## src/rtl/i2cs_pkg.sv

```systemverilog
// ----------------------------------------------------------------------------
// i2cs_pkg
// Shared types, codes and sizes of the I2C master transaction sequencer.
// ----------------------------------------------------------------------------
package i2cs_pkg;

    // Transmit store geometry
    localparam int BUFFER_DEPTH = 32;
    localparam int BUF_AW       = (BUFFER_DEPTH > 1) ? $clog2(BUFFER_DEPTH) : 1;
    localparam int CNT_W        = 6;

    // Input operations
    localparam logic [1:0] OP_QUEUE       = 2'd0;
    localparam logic [1:0] OP_START_WRITE = 2'd1;
    localparam logic [1:0] OP_START_READ  = 2'd2;
    localparam logic [1:0] OP_EVENT       = 2'd3;

    // Bus modes
    localparam logic [1:0] MODE_READY = 2'd0;
    localparam logic [1:0] MODE_READ  = 2'd1;
    localparam logic [1:0] MODE_WRITE = 2'd2;

    // Bus actions
    localparam logic [2:0] ACT_NONE    = 3'd0;
    localparam logic [2:0] ACT_START   = 3'd1;
    localparam logic [2:0] ACT_SEND    = 3'd2;
    localparam logic [2:0] ACT_ACK     = 3'd3;
    localparam logic [2:0] ACT_NACK    = 3'd4;
    localparam logic [2:0] ACT_STOP    = 3'd5;
    localparam logic [2:0] ACT_RELEASE = 3'd6;

    // Completion codes
    localparam logic [2:0] RES_OK        = 3'd0;
    localparam logic [2:0] RES_ADDR_NACK = 3'd1;
    localparam logic [2:0] RES_DATA_NACK = 3'd2;
    localparam logic [2:0] RES_OTHER     = 3'd3;
    localparam logic [2:0] RES_REJECTED  = 3'd4;

    // TWI status codes, low three bits masked
    localparam logic [7:0] ST_BUS_ERROR   = 8'h00;
    localparam logic [7:0] ST_START       = 8'h08;
    localparam logic [7:0] ST_REP_START   = 8'h10;
    localparam logic [7:0] ST_SLA_W_ACK   = 8'h18;
    localparam logic [7:0] ST_SLA_W_NACK  = 8'h20;
    localparam logic [7:0] ST_DATA_W_ACK  = 8'h28;
    localparam logic [7:0] ST_DATA_W_NACK = 8'h30;
    localparam logic [7:0] ST_ARB_LOST    = 8'h38;
    localparam logic [7:0] ST_SLA_R_ACK   = 8'h40;
    localparam logic [7:0] ST_SLA_R_NACK  = 8'h48;
    localparam logic [7:0] ST_DATA_R_ACK  = 8'h50;
    localparam logic [7:0] ST_DATA_R_NACK = 8'h58;

    typedef struct packed {
        logic [1:0]       op;
        logic [7:0]       data_byte;
        logic [6:0]       target_address;
        logic [7:0]       transfer_length;
        logic [7:0]       status_code;
    } i2cs_item_t;

    typedef struct packed {
        logic [1:0]       mode;
        logic [7:0]       addr_dir;
        logic [CNT_W-1:0] fill;
        logic [CNT_W-1:0] pos;
        logic [CNT_W-1:0] limit;
        logic [2:0]       err;
    } i2cs_state_t;

    typedef struct packed {
        logic [2:0]       bus_action;
        logic [7:0]       out_byte;
        logic [7:0]       rx_byte;
        logic             rx_valid;
        logic             busy_res;
        logic             done_res;
        logic [2:0]       result_code;
        logic [CNT_W-1:0] byte_count;
    } i2cs_result_t;

    typedef struct packed {
        logic              en;
        logic [BUF_AW-1:0] addr;
        logic [7:0]        data;
    } i2cs_wr_t;

endpackage

```

## src/rtl/i2cs_step.sv

```systemverilog
// ----------------------------------------------------------------------------
// i2cs_step
// Decision logic for one transaction: next sequencer state, bus action and
// report, plus the transmit store write for queued bytes.
// ----------------------------------------------------------------------------
module i2cs_step (
    input  i2cs_pkg::i2cs_item_t   item,
    input  i2cs_pkg::i2cs_state_t  st,
    input  logic [7:0]             store_rd_data,
    output i2cs_pkg::i2cs_state_t  st_next,
    output i2cs_pkg::i2cs_result_t res,
    output i2cs_pkg::i2cs_wr_t     wr
);
    import i2cs_pkg::*;

    logic [7:0]       code;
    logic             is_wr;
    logic             fin;
    logic [CNT_W:0]   pos_inc;
    logic [CNT_W-1:0] len_clamped;

    assign code  = {item.status_code[7:3], 3'b000};
    assign is_wr = (st.mode == MODE_WRITE);

    // Clamp the read length to the store depth
    always_comb begin
        if (item.transfer_length > 8'(BUFFER_DEPTH)) begin
            len_clamped = CNT_W'(BUFFER_DEPTH);
        end else begin
            len_clamped = item.transfer_length[CNT_W-1:0];
        end
    end

    // Decide the next state and the report
    always_comb begin
        st_next = st;
        res     = '0;
        wr.en   = 1'b0;
        wr.addr = st.fill[BUF_AW-1:0];
        wr.data = item.data_byte;
        fin     = 1'b0;
        pos_inc = '0;

        unique case (item.op)
            OP_QUEUE: begin
                if (st.mode == MODE_READY && st.fill < CNT_W'(BUFFER_DEPTH)) begin
                    wr.en        = 1'b1;
                    st_next.fill = st.fill + 1'b1;
                end
            end
            OP_START_WRITE, OP_START_READ: begin
                if (st.mode != MODE_READY ||
                    (item.op == OP_START_READ && item.transfer_length == 8'd0)) begin
                    res.done_res    = 1'b1;
                    res.result_code = RES_REJECTED;
                end else begin
                    if (item.op == OP_START_WRITE) begin
                        st_next.mode     = MODE_WRITE;
                        st_next.addr_dir = {item.target_address, 1'b0};
                        st_next.limit    = st.fill;
                        st_next.fill     = '0;
                    end else begin
                        st_next.mode     = MODE_READ;
                        st_next.addr_dir = {item.target_address, 1'b1};
                        st_next.limit    = len_clamped;
                    end
                    st_next.pos    = '0;
                    st_next.err    = RES_OK;
                    res.bus_action = ACT_START;
                end
            end
            OP_EVENT: begin
                if (st.mode != MODE_READY) begin
                    unique case (code)
                        ST_START, ST_REP_START: begin
                            res.bus_action = ACT_SEND;
                            res.out_byte   = st.addr_dir;
                        end
                        ST_SLA_W_ACK, ST_DATA_W_ACK: begin
                            if (is_wr) begin
                                if (st.pos < st.limit && st.pos < CNT_W'(BUFFER_DEPTH)) begin
                                    res.bus_action = ACT_SEND;
                                    res.out_byte   = store_rd_data;
                                    st_next.pos    = st.pos + 1'b1;
                                end else begin
                                    res.bus_action = ACT_STOP;
                                    fin            = 1'b1;
                                end
                            end
                        end
                        ST_SLA_W_NACK, ST_DATA_W_NACK: begin
                            if (is_wr) begin
                                st_next.err    = (code == ST_SLA_W_NACK) ? RES_ADDR_NACK
                                                                         : RES_DATA_NACK;
                                res.bus_action = ACT_STOP;
                                fin            = 1'b1;
                            end
                        end
                        ST_ARB_LOST: begin
                            st_next.err    = RES_OTHER;
                            res.bus_action = ACT_RELEASE;
                            fin            = 1'b1;
                        end
                        ST_DATA_R_ACK, ST_SLA_R_ACK: begin
                            if (!is_wr) begin
                                if (code == ST_DATA_R_ACK) begin
                                    res.rx_byte  = item.data_byte;
                                    res.rx_valid = 1'b1;
                                    if (st.pos < st.limit) begin
                                        st_next.pos = st.pos + 1'b1;
                                    end
                                end
                                pos_inc = {1'b0, st_next.pos} + 1'b1;
                                res.bus_action = (pos_inc < {1'b0, st.limit}) ? ACT_ACK
                                                                              : ACT_NACK;
                            end
                        end
                        ST_DATA_R_NACK, ST_SLA_R_NACK: begin
                            if (!is_wr) begin
                                if (code == ST_DATA_R_NACK) begin
                                    res.rx_byte  = item.data_byte;
                                    res.rx_valid = 1'b1;
                                    if (st.pos < st.limit) begin
                                        st_next.pos = st.pos + 1'b1;
                                    end
                                end
                                res.bus_action = ACT_STOP;
                                fin            = 1'b1;
                            end
                        end
                        ST_BUS_ERROR: begin
                            st_next.err    = RES_OTHER;
                            res.bus_action = ACT_STOP;
                            fin            = 1'b1;
                        end
                        default: begin
                        end
                    endcase
                end
            end
            default: begin
            end
        endcase

        // Close the transaction and report its outcome
        if (fin) begin
            st_next.mode    = MODE_READY;
            res.done_res    = 1'b1;
            res.result_code = st_next.err;
            res.byte_count  = st_next.pos;
        end
        res.busy_res = (st_next.mode != MODE_READY);
    end

endmodule

```

## src/rtl/i2c_master_transaction_sequencer.sv

```systemverilog
// ----------------------------------------------------------------------------
// i2c_master_transaction_sequencer
// Sequences I2C master transactions from queue, start and bus status items.
// ----------------------------------------------------------------------------
// The block takes one transaction per clock while the result register is free
// or drained, and returns one result for each, from the input register through
// the result register. The input register can still take one item while a
// result waits to be taken, so one item can be held behind a stalled result.
// The 32-byte transmit store is a memory with a registered read port; the byte
// at the current send position is fetched ahead of time, so a data send does
// not wait for the store read. The store is not cleared at reset: only bytes
// queued since reset or the last write start are ever sent.
module i2c_master_transaction_sequencer (
    input  logic                       aclk,
    input  logic                       aresetn,
    input  logic                       s_valid,
    output logic                       s_ready,
    input  logic [1:0]                 s_op,
    input  logic [7:0]                 s_data_byte,
    input  logic [6:0]                 s_target_address,
    input  logic [7:0]                 s_transfer_length,
    input  logic [7:0]                 s_status_code,
    output logic                       m_valid,
    input  logic                       m_ready,
    output logic [2:0]                 m_bus_action,
    output logic [7:0]                 m_out_byte,
    output logic [7:0]                 m_rx_byte,
    output logic                       m_rx_valid,
    output logic                       m_busy_res,
    output logic                       m_done_res,
    output logic [2:0]                 m_result_code,
    output logic [i2cs_pkg::CNT_W-1:0] m_byte_count
);
    import i2cs_pkg::*;

    logic         in_valid_reg;
    i2cs_item_t   in_item_reg;
    logic         out_valid_reg;
    i2cs_result_t out_res_reg;
    i2cs_state_t  st_reg;
    i2cs_state_t  st_step;
    i2cs_state_t  st_next;
    i2cs_result_t step_res;
    i2cs_wr_t     step_wr;
    logic         advance;
    logic         fire;
    logic [7:0]   store_mem [BUFFER_DEPTH];
    logic [7:0]   store_rd_reg;

    // Move an item forward when the result register is free or drained
    assign advance = !out_valid_reg || m_ready;
    assign fire    = in_valid_reg && advance;
    assign s_ready = !in_valid_reg || advance;

    // Hold the input transaction
    always_ff @(posedge aclk) begin
        if (!aresetn) begin
            in_valid_reg <= 1'b0;
        end else if (s_ready) begin
            in_valid_reg <= s_valid;
        end
        if (s_valid && s_ready) begin
            in_item_reg <= '{op: s_op, data_byte: s_data_byte,
                             target_address: s_target_address,
                             transfer_length: s_transfer_length,
                             status_code: s_status_code};
        end
    end

    i2cs_step u_step (
        .item          (in_item_reg),
        .st            (st_reg),
        .store_rd_data (store_rd_reg),
        .st_next       (st_step),
        .res           (step_res),
        .wr            (step_wr)
    );

    assign st_next = fire ? st_step : st_reg;

    // Advance the sequencer state
    always_ff @(posedge aclk) begin
        if (!aresetn) begin
            st_reg <= '{mode: MODE_READY, addr_dir: 8'd0, fill: '0, pos: '0,
                        limit: '0, err: RES_OK};
        end else begin
            st_reg <= st_next;
        end
    end

    // Write queued bytes; prefetch the byte at the next send position
    always_ff @(posedge aclk) begin
        if (fire && step_wr.en) begin
            store_mem[step_wr.addr] <= step_wr.data;
        end
        store_rd_reg <= store_mem[st_next.pos[BUF_AW-1:0]];
    end

    // Hold the result until taken
    always_ff @(posedge aclk) begin
        if (!aresetn) begin
            out_valid_reg <= 1'b0;
        end else if (advance) begin
            out_valid_reg <= in_valid_reg;
        end
        if (fire) begin
            out_res_reg <= step_res;
        end
    end

    assign m_valid       = out_valid_reg;
    assign m_bus_action  = out_res_reg.bus_action;
    assign m_out_byte    = out_res_reg.out_byte;
    assign m_rx_byte     = out_res_reg.rx_byte;
    assign m_rx_valid    = out_res_reg.rx_valid;
    assign m_busy_res    = out_res_reg.busy_res;
    assign m_done_res    = out_res_reg.done_res;
    assign m_result_code = out_res_reg.result_code;
    assign m_byte_count  = out_res_reg.byte_count;

    // A received byte comes only with an ack, nack or stop decision
    a_rx_action: assert property (@(posedge aclk) disable iff (!aresetn)
        m_valid && m_rx_valid |->
            (m_bus_action == ACT_ACK || m_bus_action == ACT_NACK ||
             m_bus_action == ACT_STOP))
        else $error("received byte without a read action");

    // Completion code and count are reported only with done
    a_code_done: assert property (@(posedge aclk) disable iff (!aresetn)
        m_valid && !m_done_res |-> (m_result_code == RES_OK && m_byte_count == '0))
        else $error("completion report without done");

    // A stalled input transaction stays in place
    a_in_hold: assert property (@(posedge aclk) disable iff (!aresetn)
        in_valid_reg && !advance |=> in_valid_reg && $stable(in_item_reg))
        else $error("input transaction lost under stall");

    // The send position never passes the transfer limit
    a_pos_limit: assert property (@(posedge aclk) disable iff (!aresetn)
        st_reg.pos <= st_reg.limit)
        else $error("transfer position beyond limit");

endmodule

```

## config.mk

```make
export PLATFORM = sky130hd
export DESIGN_NAME = i2c_master_transaction_sequencer
export DESIGN_NICKNAME = d
export VERILOG_FILES = /design/src/rtl/i2cs_pkg.sv /design/src/rtl/i2cs_step.sv /design/src/rtl/i2c_master_transaction_sequencer.sv
export SDC_FILE = /design/constraint.sdc
export NUM_CORES = 1
export LEC_CHECK = 0
export ABC_AREA = 1
export BUFFER_PORTS_ARGS = -buffer_cell sky130_fd_sc_hd__buf_2
export CELL_PAD_IN_SITES_DETAIL_PLACEMENT = 1
export CELL_PAD_IN_SITES_GLOBAL_PLACEMENT = 2
export CORE_MARGIN = 4
export CORE_UTILIZATION = 43
export CTS_CLUSTER_SIZE = 20
export DETAILED_ROUTE_END_ITERATION = 8
export PLACE_DENSITY = 0.94
export SETUP_SLACK_MARGIN = 0.02
export SYNTH_ARGS = -nofsm -noshare
export SYNTH_HDL_FRONTEND = slang
export SYNTH_SLANG_ARGS = --single-unit
export TNS_END_PERCENT = 30
```

## constraint.sdc

```tcl
create_clock -name aclk -period 6.8 [get_ports aclk]
set_input_delay 0.34 -clock aclk [delete_from_list [all_inputs] [get_ports aclk]]
set_output_delay 0.34 -clock aclk [all_outputs]
set_load 0.01 [all_outputs]
```

# [After elaboration in Yosys (flattened, before gate mapping)]
# Memories as Yosys holds them, arrays and structs flattened. A register that Yosys moved wholly into a read port is not among the register bits.
# Cells that the tools add are included.
[classes] bitwise=1 n_eq_ne=18 addsub=3 n_mux=61 n_lt_le_gt_ge=5 reduce_logical=28
[op_table] op="$mux 6" count=17
[op_table] op="$mux 9" count=5
[op_table] op="$mux 31" count=1
[op_table] op="$pmux 6 s2" count=2
[op_table] op="$mux 3" count=7
[op_table] op="$pmux 3 s7" count=1
[op_table] op="$eq 5x3->1 const B" count=4
[op_table] op="$eq 5x4->1 const B" count=4
[op_table] op="$mux 10" count=2
[op_table] op="$mux 20" count=1
[op_table] op="$pmux 3 s2" count=3
[op_table] op="$pmux 6 s3" count=1
[op_table] op="$pmux 9 s2" count=1
[op_table] op="$logic_not 8->1" count=2
[op_table] op="$pmux 8 s2" count=1
[op_table] op="$mux 14" count=1
[op_table] op="$reduce_or 2->1" count=7
[op_table] op="$add 6x1->6 const B" count=2
[op_table] op="$lt 6x6->1 const B" count=2
[op_table] op="$mux 1" count=11
[op_table] op="$mux 11" count=1
[op_table] op="$eq 5x2->1 const B" count=2
[op_table] op="$gt 8x6->1 const B" count=1
[op_table] op="$mux 4" count=2
[op_table] op="other kinds (20)" count=35
[word_totals] elab_cells=139 ff_bits=97 ram_bits=256 input_bits=37 out_inout_bits=33 mem_count=1
[mem_list] memory="store_mem" depth=32 word_bits=8 read_ports=1 rd_ports_with_merged_regs=1 wr=1 line_no="i2c_master_transaction_sequencer.sv:47" rtl="logic [7:0] store_mem [BUFFER_DEPTH];"

# [Longest topological paths before layout]
# Gate-level depths: netlist of the first run.
[logic_depth] word_depth=14 depth_mapped=24 depth_no_buf=23

# [By module]
# From an unflattened synthesis of the first run, not the netlist that was laid out.
[hier_totals] cells_unflattened=1795 area_unflattened_um2=17100.2
[modules_own_cells] module="i2c_master_transaction_sequencer" n_inst=1 area_per_inst_um2=14771.7 cells_each=1354
[modules_own_cells] module="i2cs_step" n_inst=1 area_per_inst_um2=2328.5 cells_each=441

# [Worst setup path before layout of the first run]
# OpenSTA, ideal clock, no wires.
[synth_path] path_kind="register to register" from="register st_reg[8] in the netlist's numbering" to="register out_res_reg (netlist bit m_bus_action[0]) (data pin)" setup_ns=0.152 slack_ns=3.642 stages_incl_launch_ff=23 arrival_ns=3.006 path_buffers=0 required_ns=6.648 path_cell_list="dfxtp_1 > inv_1 > ha_1 > nand2_1 > inv_1 > a21oi_1 > nand2_4 > nand2_1 > nand3_1 > nand2_1 > a21boi_0 > nand2_1 > nor2_1 > xnor2_1 > inv_1 > ha_1 > nand3_1 > nand2_1 > o21ai_0 > nand3_1 > nand3_1 > inv_1 > o22ai_1"
[synth_rtl] item="start: declaration" line_no="i2c_master_transaction_sequencer.sv:40" rtl="i2cs_state_t st_reg;"
[synth_rtl] item="start signal: assignment" line_no="i2c_master_transaction_sequencer.sv:84" rtl="st_reg <= '{mode: MODE_READY, addr_dir: 8'd0, fill: '0, pos: '0,"
[synth_rtl] item="start signal: assignment" line_no="i2c_master_transaction_sequencer.sv:87" rtl="st_reg <= st_next;"
[synth_rtl] item="end signal: assignment" line_no="i2c_master_transaction_sequencer.sv:107" rtl="out_res_reg <= step_res;"
[synth_rtl] item="end: declaration" line_no="i2c_master_transaction_sequencer.sv:39" rtl="i2cs_result_t out_res_reg;"

# [Final worst setup path of the first run]
[layout_path] from="register st_reg[12] in the netlist's numbering" to="register store_rd_reg[7], read port of store_mem"
[layout_via] elab_chain_cells=12 word_cells_on_any_way=20 classes_between="add/sub: 1; order compare: 2; mux: 16; reduce/logical: 1"
[layout_lines] item="$add 6x1->6 or $lt 6x6->1 (tied branches)"
[layout_lines] item="$mux 6" line_no="i2cs_step.sv:109, i2cs_step.sv:123"
[layout_lines] item="$mux 6" line_no="i2cs_step.sv:106" rtl="if (code == ST_DATA_R_ACK) begin"
[layout_lines] item="$mux 6" line_no="i2cs_step.sv:105" rtl="if (!is_wr) begin"
[layout_lines] item="$mux 6" line_no="i2cs_step.sv:74" rtl="unique case (code)"
[layout_lines] item="$mux 6" line_no="i2cs_step.sv:73" rtl="if (st.mode != MODE_READY) begin"
[layout_lines] item="$mux 6" line_no="i2cs_step.sv:44" rtl="unique case (item.op)"
[layout_lines] item="$mux 6" line_no="i2cs_step.sv:105"
[layout_lines] item="$pmux 6 s3" line_no="i2cs_step.sv:74"
[layout_lines] item="$mux 6" line_no="i2cs_step.sv:73"
[layout_lines] item="$pmux 6 s2" line_no="i2cs_step.sv:44"
[layout_lines] item="$mux 14 (*)" line_no="i2c_master_transaction_sequencer.sv:79" rtl="assign st_next = fire ? st_step : st_reg;"
[layout_lines] item="end: declaration" line_no="i2c_master_transaction_sequencer.sv:48" rtl="logic [7:0] store_rd_reg;"
# Every way passes the cells marked *; elsewhere a longest branch is shown, timed or not. The select of a mux whose other input is x is not followed.
# A chain may end at the register's enable or synchronous reset.

==> summary.txt, run 1 <==
Run status
  • Status: completed

Cells and area
  • Fraction of layout cells with a size suffix above 1: 9.47%
  • Max reg flops: 256
  • Nets: about 1800
  • # diodes: 0
  • Layout area overhead: 14.1%

Synth
  • Async SR Flop Fraction: 0%
  • Mapped Avg Cell Area: 9.95 um^2
  • Mapped Nets: 1686
  • Cell variety after synth: 41
  • Post-synthesis sequential area ratio: a little under two thirds
  • Number of synthesized register bits: 358
  • Mapped Area: 16200 um^2
  • Ys Warns: 0
  • Number of synthesized flops with an enable pin: 317
  • Top_reg_cell synth: edfxtp_1
  • Gate Count Post-Synth: 1630

Power
  • P_leak: 7.46 nW
  • Power Dens Cells: roughly 270 nW/um^2
  • Max IR drop VDD: between 0.2 and 0.25 mV
  • Total power: ~4.9 mW

Timing
  • Max-slew violations: 0
  • Tmin final: ~4600 ps
  • Final setup viols: 0
  • Max-slew headroom: under 10%
  • Fin Setup TNS: 0 ps
  • Fin crit share: between 60% and 70%
  • Fmax: 0.217 GHz
  • Final Hold Vio Count: 0
  • Setup Skew: 23.6 ps
  • Worst slew pin tran: 1360 ps
  • Hold_ws: 84.6 ps
  • RSZ-0062 raised after global routing: false

Floorplan
  • Die ar.: 40900 um^2
  • Die Ht: around 200 um
  • Die W: roughly 200 um
  • Core region area: 36900 um^2
  • I/O Pins: 70
  • Initial core utilization: 44.0%
  • Row Count: 70

Hold path
  • Worst min-delay path class: primary input to flip-flop

Detailed routing
  • Routed vias: 12200
  • Post-route DRC violation count: 0
  • Routed WL: 47000 um
  • Post-route ant nets: 0
  • DR vias/cell: 5.43
  • Avg WL per Cell: 20.9 um
  • Drt pass-1 iters: 5
  • DRT iter0 DRCs: 1131

Placed design
  • Hpwl dp: 28700 um
  • I/O Buffers: 66
  • RePlAce Congestion: 0.843

Global routing
  • Total Routing Usage GR: 22.8%
  • Largest net degree at the start of global routing: 83
  • Initial antenna violation count: 0
  • Global-route wire length before repair: 73100 um
  • Overflow after GRT: 0
  • Vias in the first global route: 12883

Flow run
  • Max cap viols: 0

CTS
  • CTS max path bufs: 3
  • H-tree Lvls: 2
  • Clock latency on the worst-skew pair: 570 ps
  • Clock edge transition at the registers on the reported setup and hold paths: roughly 60 ps
  • Post_cts resized: 0
  • Clk Tree Root Cell: clkbuf_16
  • Num CTS Buffers: 40
  • Clk sinks: 358
  • Post-CTS Setup Bufs: 0
  • CTS tree: done

Setup path
  • Critical path launch point type: flip-flop
  • Worst setup EP type: flip-flop
  • Max Fanout on Critical Path: 82
  • WP data arrival: 5020 ps
  • Worst EP required: approximately 7200 ps
  • Crit Path Class: flip-flop to flip-flop
cells in the mapped netlist, types with 2 or more instances:
library cell    n  share of area [%]
nand2_1       378                8.8
edfxtp_1      317                 59
nand3_1       307                9.5
inv_1         204                4.7
nor2_1        105                2.4
dfxtp_1        41                5.1
o21ai_0        38                1.2
buf_2          34                1.0
a21oi_1        32               0.99
nand3b_1       32                1.5
ha_1           19                1.5
clkbuf_1       18               0.42
buf_4          14               0.65
inv_2          10               0.23
nand4_1         9               0.35
a22oi_1         8               0.37
buf_1           7               0.16
nor3_1          7               0.22
a31oi_1         6               0.23
xnor2_1         6               0.32
clkinv_1        4              0.093
nor2_2          4               0.15
o22ai_1         4               0.15
nand2_2         3               0.12
o211ai_1        3               0.14
o21ai_1         3              0.093
nand3_2         2               0.12
xor2_1          2               0.11
path summary, 6_finish.rpt:
kind | from | end | slack, ps | depth (start not counted)
worst max-delay path | st_reg[12] | store_rd_reg[7] | 2200 | 20
worst min-delay path | m_ready | m_valid | 80 | 4
worst max register to register | st_reg[12] | store_rd_reg[7] | 2200 | 20
worst min register to register | st_reg[21] | st_reg[21] | 480 | 2
critical path, stage by stage (launching register included):
cell	delay, ps
dfxtp_1	540
ha_1	320
nand2_1	60
nand2_1	40
a21oi_1	400
nand3_1	170
nand3_1	140
nand3_1	90
nand2_1	70
nand2_1	50
nand2_1	160
nand3_4	370
nand2_4	670
buf_12	370
nand2_1	150
nand3_1	110
nand3_1	150
nand3_1	180
nand2_1	70
nand2_1	60
nand2_1	110
where the power goes:
group,switching [mW],internal (mW),leakage [nW]
clock network,0.891,1.16,0.606
registers,0.0256,2.43,3.23
logic,0.307,0.120,3.62
total,1.22,3.71,7.46
per-layer routing:
layer / up-vias / part of all wire [%] / global-route usage [%]
li1: 5657 / - / -
met1: 6082 / 43 / 30.4
met2: 373 / 49 / 38.6
met3: 88 / 5.6 / 3.39
met4: 0 / 2.8 / 7.44
met5: - / 0 / 0
stage by stage:
step	cells	setup WS, ps	cell area, um^2	util [%]
after floorplan	1630	3640	16200	-
after global placement	2143	2260	17000	46.0
after detailed placement	2143	2120	17000	46.0
after CTS	2247	2250	18500	50.2
after global routing	2247	1820	18500	50.2
final	2247	2200	18500	50.2
layout make-up:
| type | instances | area [um^2] |
|---|---|---|
| fillers | 4107 | 18400 |
| flip-flops and latches | 358 | 10300 |
| multi-input cells | 980 | 4710 |
| clock buffers | 58 | 1130 |
| inverters | 218 | 818 |
| repair buffers | 113 | 771 |
| well taps | 504 | 631 |
| clock inverters | 16 | 105 |
layout by cell type, fill, tap and decap left out, drive strengths merged, types with 2 or more instances in the layout:
cell type | Yosys | layout
nor3 | 7 | 7
xnor2 | 6 | 6
a21boi | 2 | 2
inv | 214 | 216
dlygate4sd3 | 0 | 30
nand3b | 32 | 32
nand2 | 382 | 382
buf | 56 | 83
nor2 | 110 | 110
a31oi | 6 | 6
o22ai | 4 | 4
dfxtp | 41 | 41
nand4 | 9 | 9
clkinv | 4 | 17
edfxtp | 317 | 317
o21ai | 43 | 43
clkbuf | 18 | 58
a22oi | 8 | 8
xor2 | 2 | 2
o211ai | 3 | 3
a21oi | 32 | 32
nand3 | 309 | 309
ha | 19 | 19
cell families (layout without fill, tap and decap cells):
family | Yosys count | after routing | share of synthesized area, %
compound gates | 102 | 102 | 3.62
xor+xnor | 8 | 8 | 0.432
fa+ha+maj | 19 | 19 | 1.47
buf+inv | 292 | 405 | 7.39
flops | 358 | 358 | 63.8
simple gates | 851 | 851 | 23.3
timing repair:
action | in CTS | in global routing
hold buffers | 30 | 0
endpoints found under the setup margin | 0 | 0
hold endpoints to repair | 30 | 0
Power figures use the tool's default switching activity.
==> inputs of run 2 (changes only) <==
--- a/config.mk
+++ b/config.mk
@@ -5,15 +5,15 @@
 export SDC_FILE = /design/constraint.sdc
 export NUM_CORES = 1
 export LEC_CHECK = 0
-export ABC_AREA = 1
+export ABC_AREA = 0
 export BUFFER_PORTS_ARGS = -buffer_cell sky130_fd_sc_hd__buf_2
 export CELL_PAD_IN_SITES_DETAIL_PLACEMENT = 1
 export CELL_PAD_IN_SITES_GLOBAL_PLACEMENT = 2
 export CORE_MARGIN = 4
-export CORE_UTILIZATION = 43
+export CORE_UTILIZATION = 40
 export CTS_CLUSTER_SIZE = 20
 export DETAILED_ROUTE_END_ITERATION = 8
-export PLACE_DENSITY = 0.94
+export PLACE_DENSITY = 0.86
 export SETUP_SLACK_MARGIN = 0.02
 export SYNTH_ARGS = -nofsm -noshare
 export SYNTH_HDL_FRONTEND = slang
==> constraint.sdc (replaced) <==
create_clock -name aclk -period 3.75 [get_ports aclk]
set_input_delay 0.1875 -clock aclk [delete_from_list [all_inputs] [get_ports aclk]]
set_output_delay 0.1875 -clock aclk [all_outputs]
set_load 0.01 [all_outputs]
==> summary.txt, run 2 <==
Run status
  • Status: completed (unchanged)

Cells and area
  • Fraction of layout cells with a size suffix above 1: 21.5% (was 9.47%)
  • Nets: 1417 (was 1767)
  • Max reg flops: 256 (unchanged)
  • Commonest cells after routing, fill and taps aside: edfxtp_1, nand2_1, buf_4 (was nand2_1, edfxtp_1, nand3_1)
  • Most common cell after layout, fill and taps aside: edfxtp_1 (was nand2_1)
  • Layout Cells excl Fill: 1909 (was 2247)
  • Core Util, Final: 49.2% (was 50.2%)
  • Layout area overhead: 21.5% (was 14.1%)

Timing
  • Final setup viols: 0 (unchanged)
  • Fin crit share: 97.1% (was 67.6%)
  • Final Hold Vio Count: 0 (unchanged)
  • Max-slew headroom: 9.42% (was 9.23%)
  • Worst slew pin tran: 1360 ps (about the same)
  • RSZ-0062 raised after global routing: true (was false)
  • Setup Skew: 15.6 ps (was 23.6 ps)
  • Hold_ws: 166 ps (was 84.6 ps)
  • Max-slew violations: 0 (unchanged)
  • Fmax: 0.275 GHz (was 0.217 GHz)
  • Tmin final: 3640 ps (was 4600 ps)

CTS
  • Num CTS Buffers: 38 (was 40)
  • Clock latency on the worst-skew pair: 540 ps (was 570 ps)
  • Clock edge transition at the registers on the reported setup and hold paths: 60 ps (about the same)
  • CTS max path bufs: 3 (unchanged)
  • CTS tree: done (unchanged)
  • Clk Tree Root Cell: clkbuf_16 (unchanged)
  • Clk sinks: 358 (unchanged)
  • H-tree Lvls: 2 (unchanged)

Synth
  • Top cells by area, synth: edfxtp_1, mux2i_1, dfxtp_1 (was edfxtp_1, nand3_1, nand2_1)
  • Gate Count Post-Synth: 1177 (was 1630)
  • Cell variety after synth: 79 (was 41)
  • Top post-synthesis cells by count: edfxtp_1, nand2_1, mux2i_1 (was nand2_1, edfxtp_1, nand3_1)
  • Mapped Nets: 1233 (was 1686)
  • Post-synthesis sequential area ratio: 66.0% (was 63.8%)
  • Top_reg_cell synth: edfxtp_1 (unchanged)
  • Async SR Flop Fraction: 0% (unchanged)
  • Most instantiated library cell after synthesis: edfxtp_1 (was nand2_1)
  • Mapped Area: 15700 um^2 (was 16200 um^2)
  • Ys Warns: 0 (unchanged)
  • Synth area leader: edfxtp_1 (unchanged)
  • Number of synthesized register bits: 358 (unchanged)
  • Number of synthesized flops with an enable pin: 317 (unchanged)
  • Mapped Avg Cell Area: 13.3 um^2 (was 9.95 um^2)
  • Share of the synthesized area in the top cell type: 60.8% (was 58.7%)

Global routing
  • Overflow after GRT: 0 (unchanged)
  • Largest net degree at the start of global routing: 38 (was 83)
  • Initial antenna violation count: 1 (was 0)
  • Global-route wire length before repair: 67600 um (was 73100 um)
  • Total Routing Usage GR: 20.9% (was 22.8%)
  • Vias in the first global route: 11332 (was 12883)

Detailed routing
  • DRT iter0 DRCs: 786 (was 1131)
  • Drt pass-1 iters: 5 (unchanged)
  • DR vias/cell: 5.66 (was 5.43)
  • Post-route DRC violation count: 0 (unchanged)
  • Post-route ant nets: 0 (unchanged)
  • Routed vias: 10798 (was 12200)
  • Avg WL per Cell: 23.7 um (was 20.9 um)
  • Routed WL: 45200 um (was 47000 um)

Setup path
  • Critical path launch point type: flip-flop (unchanged)
  • Worst setup EP type: flip-flop (unchanged)
  • Crit Path Class: flip-flop to flip-flop (unchanged)
  • Max Fanout on Critical Path: 15 (was 82)
  • WP data arrival: 4040 ps (was 5020 ps)
  • Worst EP required: 4150 ps (was 7230 ps)

Hold path
  • Worst min-delay path class: primary input to flip-flop (unchanged)

Floorplan
  • Die ar.: 42400 um^2 (was 40900 um^2)
  • Die Ht: 206 um (was 202 um)
  • Initial core utilization: 40.5% (was 44.0%)
  • Die W: 206 um (was 202 um)
  • I/O Pins: 70 (unchanged)
  • Core region area: 38600 um^2 (was 36900 um^2)
  • Row Count: 72 (was 70)

Placed design
  • I/O Buffers: 66 (unchanged)
  • Hpwl dp: 29300 um (was 28700 um)
  • Dpl cells: 1794 (was 2143)
  • RePlAce Congestion: 0.852 (was 0.843)

Power
  • Power Dens Cells: 453 nW/um^2 (was 267 nW/um^2)
  • P_leak: 6.28 nW (was 7.46 nW)
  • Max IR drop VDD: 0.482 mV (was 0.214 mV)

Flow run
  • Max cap viols: 0 (unchanged)
[run 2: cell types whose count changed in the layout (fill, tap and decap cells not counted), moves of 11 or more]
cell and delta:
inv_2 -11, nor2_1 -22, a211oi_1 +32, nand2_1 -246
and3_1 +15, nand3b_1 -28, mux2_2 +13, nor3_1 +13
a21boi_0 +31, buf_4 +85, inv_1 -186, nand3_1 -283
o21ai_0 -18, mux2i_1 +90
[run 2: timing repair]
item | CTS | global route
setup endpoints to repair | 7 | 13
hold endpoints to repair | 32 | 0
gates resized for setup | 4 | 30
buffers inserted | 2 | 9
gates cloned | 0 | 2
hold buffers | 32 | 0
pin swaps | 0 | 10
[run 2: critical path, stage by stage, from the launching register on]
cell and delay, ps:
dfxtp_1 340, inv_1 110, ha_4 310, nand2_2 110, o2111a_1 310, buf_4 160
o2111a_1 130, a221oi_2 230, o211ai_1 190, and2_4 240, buf_12 150, clkbuf_16 180
a211oi_1 310, a211oi_2 130, nor4_1 320, buf_4 180, nand4_1 100
[run 2: area by class of cell]
cell class	instances	area, um^2
tap	518	648
clock inverter	23	249
inverter	17	63.8
multi-input combinational	736	5090
fill	3871	19600
antenna	2	5.00
clock buffer	45	998
sequential	358	10300
timing repair buffer	210	1630
[run 2: stage by stage]
stage	setup WS (ps)	cell area, um^2	power [mW]	TNS, ps
4_1_cts	-33.4	18700	8.63	-37.2
2_1_floorplan	253	15700	4.68	0
3_5_place_dp	-2.57	17100	4.83	-2.57
5_1_grt	-70.1	19000	8.89	-146
3_3_place_gp	90.1	17100	4.82	0
6_report	110	19000	8.62	0
[run 2: path summary, 6_finish.rpt]
path             start              end  slack [ps]  depth (start not counted)
max          st_reg[8]  store_rd_reg[7]         110                         16
min            aresetn        st_reg[2]         170                          3
max reg2reg  st_reg[8]  store_rd_reg[7]         110                         16
min reg2reg  st_reg[2]        st_reg[2]         440                          2
[run 2: where the power goes]
group          switching, mW  total, mW  internal (mW)
combinational          0.231      0.372          0.141
clock                   1.56       3.81           2.25
sequential            0.0485       4.44           4.39
total                   1.84       8.62           6.78
[run 2: kinds of logic (layout without fill, tap and decap cells)]
group                      Yosys count  count (layout)  share of synthesized area (%)
DFF                                358             358                           66.0
and+or+nand+nor                    357             357                           10.8
AOI/OAI and AO/OA                  240             240                           11.4
muxes                              105             105                           6.82
buffers and inverters               83             295                           2.57
adders and majority gates           19              19                           1.52
xor gates and xnor gates            15              15                          0.839
other                                0               2                              0
[run 2: routing by layer]
| metal | share of wire, % | vias to the layer above | GRT usage [%] |
|---|---|---|---|
| met4 | 3.1 | 0 | 6.70 |
| met5 | 0 | - | 0 |
| met2 | 48 | 346 | 34.1 |
| li1 | - | 4871 | - |
| met3 | 6.7 | 83 | 4.82 |
| met1 | 43 | 5498 | 28.0 |
